==> src/rtl/kas_pkg.sv <==
`timescale 1ns / 1ps

package kas_pkg;

    localparam int ANIM_COUNT     = 64;
    localparam int AHEAD_LIMIT_MS = 200;
    localparam int LERP_ONE       = 65536;

    // shared divider geometry
    localparam int DIV_NW = 41;
    localparam int DIV_DW = 33;
    localparam int DIV_CW = $clog2(DIV_NW + 1);

    localparam logic REG_ANIM_ENABLE = 1'b0;

    typedef struct packed {
        logic        func;
        logic [30:0] now_ms;
        logic [7:0]  anim_request;
        logic [15:0] speed_scale;
        logic [15:0] first_frame;
        logic [11:0] frame_count;
        logic [11:0] loop_frames;
        logic [15:0] frame_period_ms;
        logic [15:0] initial_period_ms;
        logic        reversed;
        logic        flip_flop;
    } t_in_item;

    typedef struct packed {
        logic [15:0] frame;
        logic [15:0] old_frame;
        logic [16:0] back_lerp;
        logic        bad_anim;
    } t_out_item;

    typedef enum logic [3:0] {
        CMD_NONE,
        CMD_LOAD,
        CMD_SWITCH,
        CMD_ADV,
        CMD_DIVF,
        CMD_MUL,
        CMD_SCALE,
        CMD_MOD,
        CMD_MODFIX,
        CMD_FRAME,
        CMD_FIN,
        CMD_DIVL,
        CMD_LERP,
        CMD_PUSH
    } t_cmd;

    typedef struct packed {
        logic tick_done;
        logic adv;
        logic zero_period;
        logic need_mod;
        logic den_pos;
        logic div_done;
        logic out_free;
    } t_status;

endpackage

==> src/rtl/kas_div.sv <==
`timescale 1ns / 1ps

module kas_div
    import kas_pkg::*;
(
    input  logic              i_clk,
    input  logic              i_rst_n,
    input  logic              i_start,
    input  logic [DIV_NW-1:0] i_num,
    input  logic [DIV_DW-1:0] i_den,
    output logic [DIV_NW-1:0] o_quo,
    output logic [DIV_DW-1:0] o_rem,
    output logic              o_done
);

    logic [DIV_NW-1:0] r_quo;
    logic [DIV_DW-1:0] r_rem;
    logic [DIV_DW-1:0] r_den;
    logic [DIV_CW-1:0] r_cnt;
    logic              r_busy;
    logic              r_done;

    logic [DIV_DW:0]   trial;
    logic [DIV_DW:0]   diff;
    logic              take;

    // one quotient bit per cycle, restoring
    always_comb begin
        trial = {r_rem, r_quo[DIV_NW-1]};
        diff  = trial - {1'b0, r_den};
        take  = (trial >= {1'b0, r_den});
    end

    always_ff @(posedge i_clk) begin
        if (!i_rst_n) begin
            r_busy <= 1'b0;
            r_done <= 1'b0;
            r_cnt  <= '0;
        end else begin
            r_done <= 1'b0;
            if (i_start) begin
                r_busy <= 1'b1;
                r_cnt  <= '0;
            end else if (r_busy) begin
                r_cnt <= r_cnt + 1'b1;
                if (r_cnt == DIV_CW'(DIV_NW - 1)) begin
                    r_busy <= 1'b0;
                    r_done <= 1'b1;
                end
            end
        end
    end

    always_ff @(posedge i_clk) begin
        if (i_start) begin
            r_quo <= i_num;
            r_rem <= '0;
            r_den <= i_den;
        end else if (r_busy) begin
            r_quo <= {r_quo[DIV_NW-2:0], take};
            r_rem <= take ? diff[DIV_DW-1:0] : trial[DIV_DW-1:0];
        end
    end

    assign o_quo  = r_quo;
    assign o_rem  = r_rem;
    assign o_done = r_done;

endmodule

==> src/rtl/kas_datapath.sv <==
`timescale 1ns / 1ps

module kas_datapath
    import kas_pkg::*;
(
    input  logic      i_clk,
    input  logic      i_rst_n,
    input  t_cmd      i_cmd,
    input  t_in_item  i_in_data,
    input  logic      i_enable,
    input  logic      i_out_stall,
    output t_status   o_status,
    output logic      o_out_valid,
    output t_out_item o_out_data
);

    t_in_item    r_in;
    logic [7:0]  r_cur_anim;
    logic        r_anim_valid;
    logic [15:0] r_l_first;
    logic [11:0] r_l_count;
    logic [11:0] r_l_loop;
    logic [15:0] r_l_period;
    logic        r_l_rev;
    logic        r_l_flip;
    logic [31:0] r_start;
    logic [31:0] r_next;
    logic [31:0] r_prev;
    logic [15:0] r_frame;
    logic [15:0] r_old;
    logic [16:0] r_lerp;
    logic        r_bad;
    logic        r_dneg;
    logic [32:0] r_dmag;
    logic [48:0] r_prod;
    logic signed [41:0] r_f;
    logic [40:0] r_g;
    logic        r_hold;
    logic [7:0]  r_num;
    logic [32:0] r_den;
    t_out_item   r_out;
    logic        r_out_valid;

    logic [DIV_NW-1:0] div_num;
    logic [DIV_DW-1:0] div_den;
    logic [DIV_NW-1:0] div_quo;
    logic [DIV_DW-1:0] div_rem;
    logic              div_start;
    logic              div_done;

    logic [31:0] now32;
    logic        do_sw;
    logic        sw_bad;
    logic        sw_ok;
    logic [31:0] sw_start;
    logic [31:0] adv_next;
    logic [33:0] adv_d;
    logic [33:0] adv_dneg;
    logic signed [41:0] sc_f;
    logic signed [41:0] sc_nf;
    logic signed [41:0] sc_diff;
    logic        sc_ge;
    logic        sc_need_mod;
    logic signed [41:0] fx_f;
    logic signed [41:0] fr_cnt;
    logic signed [41:0] fr_val;
    logic [32:0] fin_lim;
    logic [31:0] fin_next;
    logic [31:0] fin_prev;
    logic [33:0] fin_den;
    logic        fin_den_pos;
    logic [31:0] fin_num;
    logic        out_free;

    kas_div u_div (
        .i_clk   (i_clk),
        .i_rst_n (i_rst_n),
        .i_start (div_start),
        .i_num   (div_num),
        .i_den   (div_den),
        .o_quo   (div_quo),
        .o_rem   (div_rem),
        .o_done  (div_done)
    );

    always_comb begin
        now32    = {1'b0, r_in.now_ms};
        sw_bad   = ({1'b0, r_in.anim_request[6:0]} >= 8'(ANIM_COUNT));
        do_sw    = r_in.func
                   || (i_enable && ((r_in.anim_request != r_cur_anim) || !r_anim_valid));
        sw_ok    = do_sw && !sw_bad;
        sw_start = (r_in.func ? now32 : r_next) + {16'b0, r_in.initial_period_ms};

        adv_next = (now32 < r_start) ? r_start : (r_next + {16'b0, r_l_period});
        adv_d    = {2'b0, adv_next} - {2'b0, r_start};
        adv_dneg = -adv_d;

        sc_f     = r_dneg ? -$signed({1'b0, r_prod[48:8]}) : $signed({1'b0, r_prod[48:8]});
        sc_nf    = r_l_flip ? $signed({29'b0, r_l_count, 1'b0})
                            : $signed({30'b0, r_l_count});
        sc_ge    = (sc_f >= sc_nf);
        sc_diff  = sc_f - sc_nf;
        sc_need_mod = sc_ge && (r_l_loop != '0);

        fx_f     = $signed({30'b0, div_rem[11:0]}) + $signed({30'b0, r_l_count})
                   - $signed({30'b0, r_l_loop});

        fr_cnt   = $signed({30'b0, r_l_count});
        if (r_l_rev) begin
            fr_val = $signed({26'b0, r_l_first}) + fr_cnt - 42'sd1 - r_f;
        end else if (r_l_flip && (r_f >= fr_cnt) && (r_l_count != '0)) begin
            fr_val = $signed({26'b0, r_l_first}) + fr_cnt - 42'sd1 - (r_f - fr_cnt);
        end else begin
            fr_val = $signed({26'b0, r_l_first}) + r_f;
        end

        fin_lim  = {1'b0, now32} + 33'(AHEAD_LIMIT_MS);
        fin_next = ({1'b0, r_next} > fin_lim) ? now32 : r_next;
        fin_prev = (r_prev > now32) ? now32 : r_prev;
        fin_den  = {2'b0, fin_next} - {2'b0, fin_prev};
        fin_den_pos = !fin_den[33] && (fin_den != '0);
        fin_num  = (fin_next > now32) ? (fin_next - now32) : '0;

        out_free = !r_out_valid || !i_out_stall;

        div_start = (i_cmd == CMD_DIVF) || (i_cmd == CMD_MOD) || (i_cmd == CMD_DIVL);
        unique case (i_cmd)
            CMD_DIVF: begin
                div_num = {8'b0, r_dmag};
                div_den = {17'b0, r_l_period};
            end
            CMD_MOD: begin
                div_num = r_g;
                div_den = {21'b0, r_l_loop};
            end
            default: begin
                div_num = {17'b0, r_num, 16'b0};
                div_den = r_den;
            end
        endcase
    end

    always_comb begin
        o_status.tick_done   = r_in.func || !i_enable;
        o_status.adv         = (now32 >= r_next);
        o_status.zero_period = (r_l_period == '0);
        o_status.need_mod    = sc_need_mod;
        o_status.den_pos     = fin_den_pos;
        o_status.div_done    = div_done;
        o_status.out_free    = out_free;
    end

    // animation state
    always_ff @(posedge i_clk) begin
        if (!i_rst_n) begin
            r_cur_anim   <= '0;
            r_anim_valid <= 1'b0;
            r_l_first    <= '0;
            r_l_count    <= '0;
            r_l_loop     <= '0;
            r_l_period   <= '0;
            r_l_rev      <= 1'b0;
            r_l_flip     <= 1'b0;
            r_start      <= '0;
            r_next       <= '0;
            r_prev       <= '0;
            r_frame      <= '0;
            r_old        <= '0;
            r_lerp       <= '0;
            r_bad        <= 1'b0;
        end else begin
            case (i_cmd)
                CMD_SWITCH: begin
                    r_bad <= do_sw && sw_bad;
                    if (sw_ok) begin
                        r_cur_anim   <= r_in.anim_request;
                        r_anim_valid <= 1'b1;
                        r_l_first    <= r_in.first_frame;
                        r_l_count    <= r_in.frame_count;
                        r_l_loop     <= r_in.loop_frames;
                        r_l_period   <= r_in.frame_period_ms;
                        r_l_rev      <= r_in.reversed;
                        r_l_flip     <= r_in.flip_flop;
                        r_start      <= sw_start;
                    end
                    if (r_in.func) begin
                        r_next  <= now32;
                        r_prev  <= now32;
                        r_frame <= sw_ok ? r_in.first_frame : r_l_first;
                        r_old   <= sw_ok ? r_in.first_frame : r_l_first;
                    end else if (!i_enable) begin
                        r_frame <= '0;
                        r_old   <= '0;
                        r_lerp  <= '0;
                    end
                end
                CMD_ADV: begin
                    r_old  <= r_frame;
                    r_prev <= r_next;
                    if (r_l_period != '0) begin
                        r_next <= adv_next;
                    end
                end
                CMD_FRAME: begin
                    r_frame <= fr_val[15:0];
                    if (r_hold || (now32 > r_next)) begin
                        r_next <= now32;
                    end
                end
                CMD_FIN: begin
                    r_next <= fin_next;
                    r_prev <= fin_prev;
                    if (!fin_den_pos) begin
                        r_lerp <= '0;
                    end
                end
                CMD_LERP: begin
                    r_lerp <= (div_quo > DIV_NW'(LERP_ONE)) ? 17'(LERP_ONE) : div_quo[16:0];
                end
                default: begin
                end
            endcase
        end
    end

    // scratch registers of the tick arithmetic
    always_ff @(posedge i_clk) begin
        case (i_cmd)
            CMD_LOAD: r_in <= i_in_data;
            CMD_ADV: begin
                r_dneg <= adv_d[33];
                r_dmag <= adv_d[33] ? adv_dneg[32:0] : adv_d[32:0];
            end
            CMD_MUL: r_prod <= 49'(div_quo[32:0]) * 49'(r_in.speed_scale);
            CMD_SCALE: begin
                r_g    <= sc_diff[40:0];
                r_hold <= sc_ge && (r_l_loop == '0);
                if (sc_ge && (r_l_loop == '0)) begin
                    r_f <= sc_nf - 42'sd1;
                end else begin
                    r_f <= sc_f;
                end
            end
            CMD_MODFIX: r_f <= fx_f;
            CMD_FIN: begin
                r_den <= fin_den[32:0];
                r_num <= fin_num[7:0];
            end
            default: begin
            end
        endcase
    end

    // output register
    always_ff @(posedge i_clk) begin
        if (!i_rst_n) begin
            r_out_valid <= 1'b0;
        end else if (i_cmd == CMD_PUSH) begin
            r_out_valid <= 1'b1;
        end else if (!i_out_stall) begin
            r_out_valid <= 1'b0;
        end
    end

    always_ff @(posedge i_clk) begin
        if (i_cmd == CMD_PUSH) begin
            r_out.frame     <= i_enable ? r_frame : '0;
            r_out.old_frame <= i_enable ? r_old : '0;
            r_out.back_lerp <= i_enable ? r_lerp : '0;
            r_out.bad_anim  <= r_bad;
        end
    end

    assign o_out_valid = r_out_valid;
    assign o_out_data  = r_out;

endmodule

==> src/rtl/kas_ctrl.sv <==
`timescale 1ns / 1ps

module kas_ctrl
    import kas_pkg::*;
(
    input  logic    i_clk,
    input  logic    i_rst_n,
    input  logic    i_in_valid,
    input  t_status i_status,
    output t_cmd    o_cmd,
    output logic    o_idle
);

    typedef enum logic [16:0] {
        S_IDLE   = 17'b00000000000000001,
        S_SWITCH = 17'b00000000000000010,
        S_ADV    = 17'b00000000000000100,
        S_DIVF   = 17'b00000000000001000,
        S_WAITF  = 17'b00000000000010000,
        S_MUL    = 17'b00000000000100000,
        S_SCALE  = 17'b00000000001000000,
        S_MOD    = 17'b00000000010000000,
        S_WAITM  = 17'b00000000100000000,
        S_MODFIX = 17'b00000001000000000,
        S_FRAME  = 17'b00000010000000000,
        S_FIN    = 17'b00000100000000000,
        S_DIVL   = 17'b00001000000000000,
        S_WAITL  = 17'b00010000000000000,
        S_LERP   = 17'b00100000000000000,
        S_DONE   = 17'b01000000000000000,
        S_SPARE  = 17'b10000000000000000
    } t_state;

    t_state r_state;
    t_state n_state;

    always_comb begin
        n_state = r_state;
        o_cmd   = CMD_NONE;
        unique case (r_state)
            S_IDLE: begin
                if (i_in_valid) begin
                    o_cmd   = CMD_LOAD;
                    n_state = S_SWITCH;
                end
            end
            S_SWITCH: begin
                o_cmd = CMD_SWITCH;
                if (i_status.tick_done) begin
                    n_state = S_DONE;
                end else if (i_status.adv) begin
                    n_state = S_ADV;
                end else begin
                    n_state = S_FIN;
                end
            end
            S_ADV: begin
                o_cmd   = CMD_ADV;
                n_state = i_status.zero_period ? S_DONE : S_DIVF;
            end
            S_DIVF: begin
                o_cmd   = CMD_DIVF;
                n_state = S_WAITF;
            end
            S_WAITF: begin
                if (i_status.div_done) begin
                    n_state = S_MUL;
                end
            end
            S_MUL: begin
                o_cmd   = CMD_MUL;
                n_state = S_SCALE;
            end
            S_SCALE: begin
                o_cmd   = CMD_SCALE;
                n_state = i_status.need_mod ? S_MOD : S_FRAME;
            end
            S_MOD: begin
                o_cmd   = CMD_MOD;
                n_state = S_WAITM;
            end
            S_WAITM: begin
                if (i_status.div_done) begin
                    n_state = S_MODFIX;
                end
            end
            S_MODFIX: begin
                o_cmd   = CMD_MODFIX;
                n_state = S_FRAME;
            end
            S_FRAME: begin
                o_cmd   = CMD_FRAME;
                n_state = S_FIN;
            end
            S_FIN: begin
                o_cmd   = CMD_FIN;
                n_state = i_status.den_pos ? S_DIVL : S_DONE;
            end
            S_DIVL: begin
                o_cmd   = CMD_DIVL;
                n_state = S_WAITL;
            end
            S_WAITL: begin
                if (i_status.div_done) begin
                    n_state = S_LERP;
                end
            end
            S_LERP: begin
                o_cmd   = CMD_LERP;
                n_state = S_DONE;
            end
            S_DONE: begin
                if (i_status.out_free) begin
                    o_cmd   = CMD_PUSH;
                    n_state = S_IDLE;
                end
            end
            default: begin
                n_state = S_IDLE;
            end
        endcase
    end

    always_ff @(posedge i_clk) begin
        if (!i_rst_n) begin
            r_state <= S_IDLE;
        end else begin
            r_state <= n_state;
        end
    end

    assign o_idle = (r_state == S_IDLE);

    a_push_free: assert property (@(posedge i_clk) disable iff (!i_rst_n)
        (o_cmd == CMD_PUSH) |-> i_status.out_free)
        else $error("result pushed while output register busy");

    a_wait_hold: assert property (@(posedge i_clk) disable iff (!i_rst_n)
        (r_state == S_WAITF && !i_status.div_done) |=> (r_state == S_WAITF))
        else $error("left divide wait early");

    a_accept_go: assert property (@(posedge i_clk) disable iff (!i_rst_n)
        (r_state == S_IDLE && i_in_valid) |=> (r_state == S_SWITCH))
        else $error("accepted item not processed");

endmodule

==> src/rtl/keyframe_animation_sequencer.sv <==
`timescale 1ns / 1ps

// Channel   | Direction | Handshake                   | Payload
// ----------+-----------+-----------------------------+--------------------------
// input     | in        | i_in_valid / o_in_stall     | i_in_data  (t_in_item)
// result    | out       | o_out_valid / i_out_stall   | o_out_data (t_out_item)
// config    | in        | psel/penable/pwrite/pready  | paddr, pwdata, prdata
//
// An item skips the arithmetic when disabled or clearing; a full advance makes
// three passes of the shared radix-2 divider (frame step, loop modulo, lerp
// fraction). One item is worked at a time.
// Reset is synchronous, active low; animation_enable resets to 1.
// A finished result waits in the output register; the next item is taken meanwhile
// and only its own push waits for the result transfer to clear.

module keyframe_animation_sequencer
    import kas_pkg::*;
(
    input  logic        i_clk,
    input  logic        i_rst_n,
    input  logic        i_in_valid,
    output logic        o_in_stall,
    input  t_in_item    i_in_data,
    output logic        o_out_valid,
    input  logic        i_out_stall,
    output t_out_item   o_out_data,
    input  logic        psel,
    input  logic        penable,
    input  logic        pwrite,
    input  logic [0:0]  paddr,
    input  logic [31:0] pwdata,
    output logic [31:0] prdata,
    output logic        pready
);

    logic    r_enable;
    logic    idle;
    t_cmd    cmd;
    t_status status;
    logic    cfg_wr;

    // Config write completes on the access phase; pready is tied high.
    assign pready = 1'b1;
    assign cfg_wr = psel && penable && pwrite && pready;

    always_ff @(posedge i_clk) begin
        if (!i_rst_n) begin
            r_enable <= 1'b1;
        end else if (cfg_wr && (paddr == REG_ANIM_ENABLE)) begin
            r_enable <= pwdata[0];
        end
    end

    // Read back the enable; any other address reads zero.
    assign prdata = (paddr == REG_ANIM_ENABLE) ? {31'b0, r_enable} : '0;

    // Take a new transfer only while the controller sits idle.
    assign o_in_stall = !idle;

    kas_ctrl u_ctrl (
        .i_clk      (i_clk),
        .i_rst_n    (i_rst_n),
        .i_in_valid (i_in_valid),
        .i_status   (status),
        .o_cmd      (cmd),
        .o_idle     (idle)
    );

    kas_datapath u_dp (
        .i_clk       (i_clk),
        .i_rst_n     (i_rst_n),
        .i_cmd       (cmd),
        .i_in_data   (i_in_data),
        .i_enable    (r_enable),
        .i_out_stall (i_out_stall),
        .o_status    (status),
        .o_out_valid (o_out_valid),
        .o_out_data  (o_out_data)
    );

endmodule

==> config.mk <==
export PLATFORM = sky130hd
export DESIGN_NAME = keyframe_animation_sequencer
export DESIGN_NICKNAME = d
export VERILOG_FILES = /design/src/rtl/kas_pkg.sv /design/src/rtl/kas_div.sv /design/src/rtl/kas_datapath.sv /design/src/rtl/kas_ctrl.sv /design/src/rtl/keyframe_animation_sequencer.sv
export SDC_FILE = /design/constraint.sdc
export NUM_CORES = 2
export LEC_CHECK = 0
export BUFFER_PORTS_ARGS = -buffer_cell sky130_fd_sc_hd__buf_2
export CORE_ASPECT_RATIO = 0.5
export CORE_MARGIN = 2
export CORE_UTILIZATION = 45
export CTS_BUF_LIST = sky130_fd_sc_hd__clkbuf_4 sky130_fd_sc_hd__clkbuf_8
export DETAILED_ROUTE_END_ITERATION = 16
export PLACE_DENSITY = 0.61
export SLEW_MARGIN = 25
export SYNTH_ARGS = -nofsm -noshare
export SYNTH_HDL_FRONTEND = slang
export SYNTH_SLANG_ARGS = --single-unit
==> constraint.sdc <==
create_clock -name i_clk -period 10.55 [get_ports i_clk]
set_input_delay 1.055 -clock i_clk [delete_from_list [all_inputs] [get_ports i_clk]]
set_output_delay 1.055 -clock i_clk [all_outputs]
set_load 0.1 [all_outputs]
==> flow_summary.ini <==
[worst_setup_path]
worst_path_max_delay_cell = sky130_fd_sc_hd__edfxtp_1
worst_ep_arrival_time_ns = 9.76
crit_start = u_dp.now32[4]$_DFFE_PN_
path_delay_family = compound AO/OA/AOI/OAI gates
cp_buf_inv_count = 1
critPathRequiredTime_ns = 11.26
worst-path-max-fanout = 21
most_frequent_cell_on_the_critical_path = sky130_fd_sc_hd__a21oi_1
worst-setup-path-type = flop to flop
rr_startpoint = u_dp.now32[4]$_DFFE_PN_
slack_of_the_worst_reg_to_reg_path_ns = 1.50
worstSetupStartpointType = flop
crit_path_end_kind = flop
crit_path_max_incr_delay_ns = 0.63
cell_count_of_the_worst_reg_to_reg_path = 31
worst_r2r_endpoint = u_dp.r_lerp[5]$_SDFFE_PN0P_

[placement]
pre_cts_ws_ns = 1.608
detailedPlacementHpwl_microns = 146100
gp_routability_congestion = 0.9455
numPortBuffers = 191

[floorplanning]
die_height_microns = 270.5
row_count = 97
start_util_pct = 45.48
floorplan.core_area_sq_mm = 0.1405
chip_width_microns = 537.0
die_area_sq_mm = 0.1453
top_level_ports = 255

[power_and_ir_drop]
power.ir.vdd_worst_uv = 227.9
p_leak_nw = 29.88
power.density_mw_per_mm2 = 194.6

[global_routing]
groute.usage.overall_pct = 26.56
antenna_violations_before_repair = 10
grt_overflow = 0
global_route_wire_length_before_repair_microns = 296100
grt_pass1_vias = 49210
grt_max_degree = 132

[synthesis]
post-synth-top-area-cell = sky130_fd_sc_hd__edfxtp_1
count_of_state_elements_after_synthesis = 726
synthesis.area_sq_mm = 0.06392
ys_seq_area_share_pct = 29.85
synthesis.area_per_instance_sq_um = 9.097
synth-async-reset-ratio_pct = 0
synthCells = 7026
synth.lib_cells_used.distinct = 92
synth-edff-count = 454
synth-main-ff-cell = sky130_fd_sc_hd__edfxtp_1
synth_top_cells_by_area = sky130_fd_sc_hd__edfxtp_1, sky130_fd_sc_hd__fa_1, sky130_fd_sc_hd__ha_1
post-synth-top-area-fraction_pct = 21.33
yosysWarningCount = 0

[min_path]
holdCritPathClass = input pin to flop
timing.hold.worst.start = i_in_data[120]
min_delay_worst_endpoint = u_dp.now32[22]$_DFFE_PN_
hold_path_depth = 1

[clock_network]
tritoncts = built
clock_tree.root_cell = sky130_fd_sc_hd__clkbuf_8
cts-buffers-inserted = 112
hold_buffers = 0
cts_num_sinks = 726
htree_num_levels = 3
cts_setup_buffers = 0
clkLatencyLatePin_ns = 0.88
max-clock-path-buffers = 3
cts-resized-gates = 0
clk_transition_reported_paths_ns = 0.07

[timing]
slew_viol_final = 0
rsz0062_at_grt = false
final_hold_viol_count = 0
worst-slew-pin-transition_ns = 1.056
totalNegativeSetupSlack_ns = 0
fin_crit_ns = 9.049
timing.fmax_mhz = 110.5
fin_skew_ns = 0.08304
post-route-worst-setup-slack_ns = 1.501
timing.slew.headroom_pct = 29.58
final-setup-viol-count = 0
fin_crit_sh_pct = 85.77

[final_layout]
areaGrowthSynthToFinish_pct = 8.308
design.final.nets = 8246
share_of_post_route_cells_with_drive_strength_above_1_pct = 8.028

[routing]
vias = 51030
antenna_violating_nets_post_route = 0
drt-initial-drc-count = 4778
final_routed_wire_length_divided_by_cell_count_microns = 21.36
routed_via_density = 5.624
postRouteWirelength_microns = 193800
drt_pre_antenna_iters = 9
drcViolationCount = 0

[flow_run]
max_cap_violations = 0

[status]
status = finished, final reports clean
==> how the worst max path moves through the flow <==
stage / end / depth (start not counted) / slack [ns]
final: u_dp.r_lerp[5]$_SDFFE_PN0P_ / 31 / 1.50
after detailed placement: u_dp.r_lerp[5]$_SDFFE_PN0P_ / 31 / 1.61
after CTS: u_dp.r_lerp[5]$_SDFFE_PN0P_ / 31 / 1.54
after floorplan: u_dp.now32[0]$_DFFE_PN_ / 6 / 1.82
after global routing: u_dp.r_lerp[14]$_SDFFE_PN0P_ / 33 / 0.76
after global placement: u_dp.r_lerp[9]$_SDFFE_PN0P_ / 33 / 1.58
==> cell families after synthesis <==
family	synth area share, %
adders and majority gates	24.71
other	0.01175
xor gates and xnor gates	5.399
and+or+nand+nor	16.25
DFF	29.85
buffers and inverters	6.745
AOI/OAI and AO/OA	15.43
muxes	1.601
==> per-layer routing <==
layer	global-route usage [%]	up-vias	share of wire [%]
met5	0	-	0.014
met3	6.319	282	9.1
li1	-	24160	-
met4	7.142	4	2.5
met2	38.84	1800	42
met1	38.99	24780	46
==> state kept, by name, indices dropped and copies added (netlist names), 31 cells and up <==
signal,cells
u_dp.r_prod,41
u_dp.r_den,33
u_dp.u_div.r_den,33
u_dp.u_div.o_quo,41
u_dp.r_start,32
u_dp.r_prev,32
u_dp.r_dmag,33
u_dp.r_g,41
u_dp.now32,31
u_dp.r_f,42
u_dp.o_out_data,50
u_dp.r_next,32
u_dp.r_in,99
u_dp.u_div.o_rem,33
==> worst register-to-register path, delay by kind of cell, from the launching register on <==
family	cells	cell delay, ns
xor+xnor	2	0.30
buf+inv	1	0.32
simple gates	12	3.07
fa+ha+maj	3	0.95
compound gates	13	3.64
flops	1	0.63
==> cell usage in the layout, fill, tap and decap left out, drive strengths merged, types with 35 or more instances in the layout <==
| cell type | synthesis | final |
|---|---|---|
| nor2b | 63 | 63 |
| edfxtp | 454 | 454 |
| o21a | 60 | 60 |
| a21oi | 342 | 342 |
| nand2 | 1000 | 1000 |
| o21bai | 35 | 35 |
| nand2b | 49 | 49 |
| nor4 | 52 | 52 |
| a211oi | 57 | 57 |
| a221o | 43 | 43 |
| nand3 | 82 | 82 |
| ha | 531 | 531 |
| buf | 65 | 292 |
| dfxtp | 272 | 272 |
| nor3 | 99 | 99 |
| and3 | 58 | 58 |
| a21boi | 110 | 110 |
| o21ai | 383 | 383 |
| mux2i | 91 | 91 |
| a21o | 162 | 162 |
| nand4 | 70 | 70 |
| inv | 733 | 740 |
| xor2 | 141 | 141 |
| o31ai | 37 | 37 |
| a22oi | 49 | 49 |
| fa | 457 | 457 |
| clkbuf | 310 | 164 |
| and2 | 241 | 241 |
| xnor2 | 253 | 253 |
| nor2 | 354 | 354 |
| clkinv | 2 | 37 |
==> final cells by class <==
class | instances | area, sq um
Sequential cell | 726 | 19080
Clock inverter | 49 | 451.7
Tap cell | 1881 | 2354
Inverter | 735 | 2759
Antenna cell | 5 | 12.51
Multi-Input combinational cell | 5221 | 40800
Timing Repair Buffer | 292 | 1744
Fill cell | 13320 | 71310
Clock buffer | 164 | 2032
==> cells in the mapped netlist (32+ instances only) <==
master                     instances
sky130_fd_sc_hd__nand4_1          69
sky130_fd_sc_hd__a21boi_0        110
sky130_fd_sc_hd__o31ai_1          35
sky130_fd_sc_hd__nor2b_1          63
sky130_fd_sc_hd__buf_4            32
sky130_fd_sc_hd__nor4_1           50
sky130_fd_sc_hd__nand2b_1         48
sky130_fd_sc_hd__nor3_1           98
sky130_fd_sc_hd__mux2i_1          91
sky130_fd_sc_hd__or3_1            34
sky130_fd_sc_hd__fa_1            457
sky130_fd_sc_hd__and3_1           58
sky130_fd_sc_hd__xnor2_1         253
sky130_fd_sc_hd__a21o_1          162
sky130_fd_sc_hd__inv_1           733
sky130_fd_sc_hd__o21a_1           60
sky130_fd_sc_hd__nor2_1          354
sky130_fd_sc_hd__a21oi_1         342
sky130_fd_sc_hd__o21ai_0         363
sky130_fd_sc_hd__edfxtp_1        454
sky130_fd_sc_hd__clkbuf_1        310
sky130_fd_sc_hd__o21bai_1         35
sky130_fd_sc_hd__nand3_1          82
sky130_fd_sc_hd__dfxtp_1         272
sky130_fd_sc_hd__a22oi_1          49
sky130_fd_sc_hd__ha_1            531
sky130_fd_sc_hd__xor2_1          141
sky130_fd_sc_hd__a211oi_1         57
sky130_fd_sc_hd__a221o_1          43
sky130_fd_sc_hd__nand2_1        1000
sky130_fd_sc_hd__and2_1          239
==> where the power goes <==
part	leakage [nW]	switching, mW	internal (mW)
Combinational	22.2	4.12	3.07
Clock	1.32	1.29	1.40
Sequential	6.41	0.105	3.48
Total	29.9	5.52	7.95
==> per-stage QoR <==
step	area [sq um]	hold WS (ns)	power, mW	util (%)	std cells
after floorplan	64040	0.4087	8.959	-	7057
after global placement	66700	0.4247	10.70	47.46	8853
after global routing	69220	0.3108	14.57	49.25	9071
final	69230	0.3444	13.47	49.26	9073
after CTS	69190	0.2904	13.51	49.23	9066
after detailed placement	66700	0.4303	10.71	47.46	8853
Power figures use the tool's default switching activity.
